<file path="src/rtl/kdim_pkg.sv">
// ----------------------------------------------------------------------------
// kdim_pkg
// Shared types and constants for the key to dense index map.
// ----------------------------------------------------------------------------
`default_nettype none

package kdim_pkg;

    localparam int KEY_W = 64;
    localparam int OP_W  = 2;
    localparam int ST_W  = 2;

    // Request opcodes (carried on tuser)
    localparam logic [OP_W-1:0] OP_MAP   = 2'd0;
    localparam logic [OP_W-1:0] OP_REV   = 2'd1;
    localparam logic [OP_W-1:0] OP_CLEAR = 2'd2;

    // Result status codes
    localparam logic [ST_W-1:0] ST_OK         = 2'd0;
    localparam logic [ST_W-1:0] ST_FULL       = 2'd1;
    localparam logic [ST_W-1:0] ST_UNASSIGNED = 2'd2;

    // Controller states
    typedef enum logic [2:0] {
        S_INIT,
        S_IDLE,
        S_SLOT_RD,
        S_SLOT_CHK,
        S_KEY_CHK,
        S_REV_RD,
        S_CLEAR,
        S_EMIT
    } t_state;

    // Which result word to build
    typedef enum logic [2:0] {
        RES_HIT,
        RES_NEW,
        RES_FULL,
        RES_REV,
        RES_BADIDX,
        RES_ZERO
    } t_kind;

    // Controller to datapath commands
    typedef struct packed {
        logic  latch;
        logic  slot_rd;
        logic  insert;
        logic  key_rd;
        logic  key_rd_idx;
        logic  advance;
        logic  clr_wr;
        logic  count_clear;
        logic  load_out;
        t_kind kind;
    } t_cmd;

    // Datapath to controller status
    typedef struct packed {
        logic slot_empty;
        logic key_match;
        logic table_full;
        logic probe_last;
        logic idx_ok;
        logic clr_last;
        logic out_busy;
    } t_sts;

endpackage

`default_nettype wire

</file>
<file path="src/rtl/kdim_ctrl.sv">
// ----------------------------------------------------------------------------
// kdim_ctrl
// Sequencer: probe loop, reverse read, clear sweep and result hand-off.
// ----------------------------------------------------------------------------
`default_nettype none

module kdim_ctrl
    import kdim_pkg::*;
(
    input  wire logic            i_clk,
    input  wire logic            i_rst_n,
    input  wire logic            i_s_axis_tvalid,
    input  wire logic [OP_W-1:0] i_op,
    input  wire t_sts            i_sts,
    output logic                 o_s_axis_tready,
    output t_cmd                 o_cmd
);

    t_state r_state, n_state;
    t_kind  r_kind, n_kind;

    // State and pending result kind
    always_ff @(posedge i_clk) begin
        if (!i_rst_n) begin
            r_state <= S_INIT;
            r_kind  <= RES_ZERO;
        end else begin
            r_state <= n_state;
            r_kind  <= n_kind;
        end
    end

    // Next state and commands
    always_comb begin
        n_state         = r_state;
        n_kind          = r_kind;
        o_s_axis_tready = 1'b0;
        o_cmd           = '0;
        o_cmd.kind      = r_kind;
        case (r_state)
            S_INIT: begin
                o_cmd.clr_wr = 1'b1;
                if (i_sts.clr_last) begin
                    n_state = S_IDLE;
                end
            end
            S_IDLE: begin
                o_s_axis_tready = 1'b1;
                if (i_s_axis_tvalid) begin
                    o_cmd.latch = 1'b1;
                    case (i_op)
                        OP_MAP:   n_state = S_SLOT_RD;
                        OP_REV: begin
                            if (i_sts.idx_ok) begin
                                n_state = S_REV_RD;
                            end else begin
                                n_kind  = RES_BADIDX;
                                n_state = S_EMIT;
                            end
                        end
                        OP_CLEAR: n_state = S_CLEAR;
                        default: begin
                            n_kind  = RES_ZERO;
                            n_state = S_EMIT;
                        end
                    endcase
                end
            end
            S_SLOT_RD: begin
                o_cmd.slot_rd = 1'b1;
                n_state       = S_SLOT_CHK;
            end
            S_SLOT_CHK: begin
                if (!i_sts.slot_empty) begin
                    o_cmd.key_rd = 1'b1;
                    n_state      = S_KEY_CHK;
                end else if (i_sts.table_full) begin
                    n_kind  = RES_FULL;
                    n_state = S_EMIT;
                end else begin
                    o_cmd.insert = 1'b1;
                    n_kind       = RES_NEW;
                    n_state      = S_EMIT;
                end
            end
            S_KEY_CHK: begin
                if (i_sts.key_match) begin
                    n_kind  = RES_HIT;
                    n_state = S_EMIT;
                end else if (i_sts.probe_last) begin
                    n_kind  = RES_FULL;
                    n_state = S_EMIT;
                end else begin
                    o_cmd.advance = 1'b1;
                    n_state       = S_SLOT_RD;
                end
            end
            S_REV_RD: begin
                o_cmd.key_rd     = 1'b1;
                o_cmd.key_rd_idx = 1'b1;
                n_kind           = RES_REV;
                n_state          = S_EMIT;
            end
            S_CLEAR: begin
                o_cmd.clr_wr = 1'b1;
                if (i_sts.clr_last) begin
                    o_cmd.count_clear = 1'b1;
                    n_kind            = RES_ZERO;
                    n_state           = S_EMIT;
                end
            end
            S_EMIT: begin
                if (!i_sts.out_busy) begin
                    o_cmd.load_out = 1'b1;
                    n_state        = S_IDLE;
                end
            end
            default: n_state = S_INIT;
        endcase
    end

endmodule

`default_nettype wire

</file>
<file path="config.mk">
export PLATFORM = sky130hd
export DESIGN_NAME = kdim_ctrl
export DESIGN_NICKNAME = d
export VERILOG_FILES = /design/src/rtl/kdim_pkg.sv /design/src/rtl/kdim_ctrl.sv
export SDC_FILE = /design/constraint.sdc
export NUM_CORES = 1
export LEC_CHECK = 0
export ABC_AREA = 0
export BUFFER_PORTS_ARGS = -buffer_cell sky130_fd_sc_hd__buf_4
export CORE_AREA = 5 5 42 44
export DETAILED_ROUTE_END_ITERATION = 6
export DIE_AREA = 0 0 47 49
export PLACE_DENSITY = 0.74
export SYNTH_ARGS = -nofsm -noshare
export SYNTH_HDL_FRONTEND = slang
export SYNTH_SLANG_ARGS = --single-unit
</file>
<file path="constraint.sdc">
create_clock -name i_clk -period 2.9 [get_ports i_clk]
set_input_delay 0.29 -clock i_clk [delete_from_list [all_inputs] [get_ports i_clk]]
set_output_delay 0.29 -clock i_clk [all_outputs]
set_load 0.1 [all_outputs]
</file>
==> results.yml, run 1 <==
clocking:
  clock_latency_ns: 0.25
  root_buffer: "clkbuf_4"
  cts_hold_buf: 0
  clock_sinks: 6
  clk_pin_slew_ns: 0.04
  cts_setup_buffers: 0
  cts.path.max_buffers: 2
  cts_tree: "built"
  cts_buffers: 3
  htreeDepth: 1
  cts.repair.resized: 0
logic_synthesis:
  yosysWarningCount: 0
  syn_inst: 82
  synth_area_per_cell_um2: 7.080
  ys_seq_area_share_pct: 20.69
  synth-seq-cells: 6
  synth_nets: 94
  synth_cell_types: 29
  syn_area_um2: 580.6
drt:
  dr.pass1.iters: 4
  wl_mm: 1.688
  dr.first_iter.drc_count: 19
  drc: 0
  via_count: 699
  maxUsedRoutingLayer: "met4"
  vias_per_cell: 5.825
  routedWlPerCell_um: 14.07
  route.met2.wl_um: 872
  met1_length_um: 678
  route.met3.wl_um: 109
  ant_nets: 0
layout:
  final_cell_count_no_fill: 120
  drive_gt1_share_pct: 31.73
  syn2layout_area_growth_pct: 35.34
  final_util_pct: 56.07
  diodes: 0
  num-nets-final: 118
timing:
  timing.final.ws_setup_ns: 0.7379
  finalSetupTns_ns: 0
  final_max_slew_viol_count: 0
  slew_headroom_pct: 57.50
  setup_viol: 0
  skew_ns: 0.01152
  grt_setup_unrepaired: "false"
  period_share_pct: 74.55
  fmax_mhz: 462.5
  period_needed_ns: 2.162
  tightest_slew_ns: 0.6366
  hold_violations: 0
floorplan:
  initial_core_util_pct: 41.43
  die_w_um: 47
  io-pin-count: 25
  die_area_um2: 2303
  rows: 14
  chipHeight_um: 49
  fp.coreArea_um2: 1401
critical_path:
  endpoint_kind: "output pin"
  critPathKind: "register to output pin"
  start_kind: "register"
  arrival_ns: 1.87
  worstPathMaxFanout: 20
  required_ns: 2.61
global_routing:
  grt_pass1_wl_mm: 2.773
  grt-ovfl-total: 0
  grt_max_degree: 23
  grt.total_usage_pct: 16.06
  grt_antenna_before_repair: 0
  first_global_vias: 629
power:
  cellPowerDensity_nw_per_um2: 387.1
  finalPower_uw: 304.1
  p_leak_uw: 0.0003361
  ir_drop_uv: 176.1
place:
  portBuffers: 24
  dp_cells: 117
  place_congestion: 0.7955
  place_ws_ns: 1.000
  dpl.hpwl_mm: 1.333
flow_run:
  drv_cap: 0
worst_hold_path:
  hold_path_class: "input pin to register"
outcome:
  outcome: "completed"
flip-flops by register name, indices dropped and copies added (netlist names):
register	flops
r_state	3
r_kind	3
where the power goes:
group	total, uW	internal [uW]	switching [uW]
Sequential	99.3	86.4	12.9
Combinational	125	39.7	85.7
Clock	79.3	47.0	32.4
cell families (layout without fill, tap and decap cells):
family | count (synthesis) | in the layout | share of synthesized area [%]
mux | 1 | 1 | 1.724
buf+inv | 9 | 31 | 7.327
flops | 6 | 6 | 20.69
simple gates | 41 | 41 | 38.79
compound gates | 25 | 25 | 31.47
through the flow:
| step | cell area (um2) | hold slack (ns) |
|---|---|---|
| 3_3_place_gp | 763.2 | 0.4456 |
| 5_1_grt | 785.8 | 0.2886 |
| 2_1_floorplan | 590.6 | 0.4055 |
| 4_1_cts | 785.8 | 0.2789 |
| 3_5_place_dp | 763.2 | 0.4540 |
| 6_report | 785.8 | 0.2832 |
path summary, 6_finish.rpt:
kind,start,end,slack (ns),depth (start not counted)
min,i_rst_n,r_kind[2]$_SDFFE_PN1P_,0.28,2
max,r_state[0]$_SDFFE_PN0P_,o_cmd[3],0.74,3
min reg2reg,r_kind[1]$_SDFFE_PN0P_,r_kind[1]$_SDFFE_PN0P_,0.46,2
max reg2reg,r_state[1]$_SDFFE_PN0P_,r_state[2]$_SDFFE_PN0P_,1.03,4
cells in the final DEF, fill, tap and decap left out, types with 3 or more instances in the layout:
| master | instances |
|---|---|
| nor3_1 | 4 |
| nand2b_1 | 6 |
| inv_1 | 4 |
| a31oi_1 | 3 |
| nand2_1 | 7 |
| nor2_1 | 8 |
| o21ai_0 | 5 |
| nor2b_1 | 5 |
| clkbuf_4 | 3 |
| a211oi_1 | 3 |
| buf_4 | 24 |
| dfxtp_1 | 6 |
layer usage:
layer	GRT usage (%)	up-vias
li1	-	345
met2	24.21	25
met5	0	-
met4	2.765	0
met1	21.10	325
met3	7.011	4
synth_stat cells (all sizes together):
cell type / n / area [um2]
nor2: 8 / 30.03
nand2: 7 / 26.28
o21ai: 7 / 35.03
dfxtp: 6 / 120.1
nand2b: 6 / 37.54
nor3: 6 / 30.03
buf: 5 / 27.53
nor2b: 5 / 31.28
inv: 4 / 15.01
a211oi: 3 / 22.52
a21oi: 3 / 18.77
a31oi: 3 / 18.77
a2111oi: 2 / 23.77
a221oi: 2 / 17.52
a32oi: 2 / 17.52
and2b: 2 / 15.01
and3: 2 / 12.51
or3: 2 / 22.52
a221o: 1 / 10.01
a22o: 1 / 8.760
and3b: 1 / 8.760
mux2i: 1 / 10.01
nand3: 1 / 5.000
nor4: 1 / 6.260
o211a: 1 / 10.01
area by class of cell:
type | instances | area [um2]
Clock buffer | 3 | 22.52
Timing Repair Buffer | 24 | 180.2
Sequential cell | 6 | 120.1
Inverter | 4 | 15.01
Fill cell | 147 | 615.6
Multi-Input combinational cell | 67 | 427.9
Tap cell | 16 | 20.02
critical path, stage by stage (launching register included):
cell and delay [ns]:
dfxtp_1 0.70, inv_1 0.21, nor3_1 0.36, buf_4 0.36
No activity file was read; power rests on OpenSTA's default activity.
==> inputs of run 2 (changes only) <==
clock period = 2.2 ns   (was 2.9 ns; I/O delays follow)
==> results.yml, run 2 (synthesis gave the netlist of run 1 again) <==
clocking:
  cts_buffers: 3
  cts_setup_buffers: 0
  clk_pin_slew_ns: 0.05
  clock_sinks: 6
  cts_tree: "built"
  root_buffer: "clkbuf_4"
  cts.repair.resized: 0
  cts_hold_buf: 0
  clock_latency_ns: 0.25
  cts.path.max_buffers: 2
  htreeDepth: 1
floorplan:
  initial_core_util_pct: 41.43
  die_area_um2: 2303
  fp.coreArea_um2: 1401
  chipHeight_um: 49
  die_w_um: 47
  rows: 14
  io-pin-count: 25
place:
  dpl.hpwl_mm: 1.338
  portBuffers: 24
  place_congestion: 0.8915
  dp_cells: 118
  place_area_um2: 783.3
timing:
  finalSetupTns_ns: 0
  setup_viol: 0
  skew_ns: 0.0001828
  period_share_pct: 92.37
  period_needed_ns: 2.032
  slew_headroom_pct: 59.58
  grt_setup_unrepaired: "false"
  hold_slack_ns: 0.1972
  hold_violations: 0
  tightest_slew_ns: 0.6055
  fmax_mhz: 492.1
  final_max_slew_viol_count: 0
critical_path:
  timing.rr.start: "r_state[1]$_SDFFE_PN0P_"
  crit_path_top_delay_cell: "dfxtp_1"
  critPathMaxStageDelay_ns: 0.70
  worstPathMaxFanout: 20
  required_ns: 1.98
  critPathKind: "register to output pin"
  path_delay_family: "flip-flops"
  start_kind: "register"
  startpoint: "r_state[0]$_SDFFE_PN0P_"
  critical_path_buf_inv_count: 2
  crit_cells: 3
  rr_worst_depth: 5
  arrival_ns: 1.81
  cp_cell_sequence: "inv_1, nor3_2, buf_4"
  endpoint_kind: "output pin"
layout:
  diodes: 0
  fillerInstances: 143
  final_cell_mix: "25 x buf_4, 8 x nor2_1, 7 x nand2_1"
  layout_commonest_cell: "buf_4"
  drive_gt1_share_pct: 35.24
  finalInstanceArea_um2: 805.8
  final_cell_count_no_fill: 121
  syn2layout_area_growth_pct: 38.79
  num-nets-final: 119
  largestRegisters: "r_kind (3), r_state (3)"
global_routing:
  first_global_vias: 695
  grt-ovfl-total: 0
  grt_max_degree: 21
  grt.total_usage_pct: 16.68
  grt_antenna_before_repair: 0
  grt_pass1_wl_mm: 2.911
flow_run:
  drv_cap: 0
drt:
  ant_nets: 0
  via_count: 706
  drc: 0
  vias_per_cell: 5.835
  dr.first_iter.drc_count: 19
  routedWlPerCell_um: 13.81
  dr.pass1.iters: 4
  wl_mm: 1.671
worst_hold_path:
  hold_depth: 2
  hold_path_class: "input pin to register"
  min_from: "i_rst_n"
power:
  ir_drop_uv: 236.4
  cellPowerDensity_nw_per_um2: 499.5
  p_leak_uw: 0.0003441
outcome:
  outcome: "completed"
run 2: final cells by class:
class | instances | area [um2] | area share [%]
multi-input cells | 67 | 440.4 | 54.66
repair buffers | 25 | 187.7 | 23.29
flip-flops and latches | 6 | 120.1 | 14.91
clock buffers | 3 | 22.52 | 2.795
well taps | 16 | 20.02 | 2.484
inverters | 4 | 15.01 | 1.863
run 2: worst paths after layout:
kind                                          endpoint  slack, ns
worst max-delay path                          o_cmd[3]       0.17
worst min-delay path            r_kind[2]$_SDFFE_PN1P_       0.20
worst max register to register  r_kind[0]$_SDFFE_PN1P_       0.60
worst min register to register  r_kind[1]$_SDFFE_PN0P_       0.45
run 2: where the power goes:
part	internal, uW	switching, uW	total [uW]
Clock	62.0	43.7	106
Combinational	53.3	114	167
Sequential	114	15.4	129
Total	229	173	402
run 2: per-stage QoR:
stage                     util, %  setup WS, ns  total power (uW)
after global routing        57.50      0.005328             425.4
final                       57.50        0.1680             402.5
after detailed placement    55.89        0.4382             298.6
after CTS                   57.50        0.1644             405.2
after floorplan                 -       -0.1033             255.2
after global placement      55.89        0.5174             297.8
run 2: worst register-to-register path, delay by kind of cell, from the launching register on:
| kind | cells | cell delay, ns |
|---|---|---|
| mux | 1 | 0.13 |
| simple gates | 1 | 0.22 |
| flops | 1 | 0.50 |
| buf+inv | 1 | 0.25 |
| compound gates | 2 | 0.38 |
run 2: layer usage:
metal	routed length, um	vias to the layer above	GRT usage [%]	part of all wire (%)
met5	0	-	0	0
met1	736	323	22.37	44
li1	-	351	-	-
met2	774	28	24.21	46
met4	31	0	8.295	1.9
met3	128	4	3.690	7.7
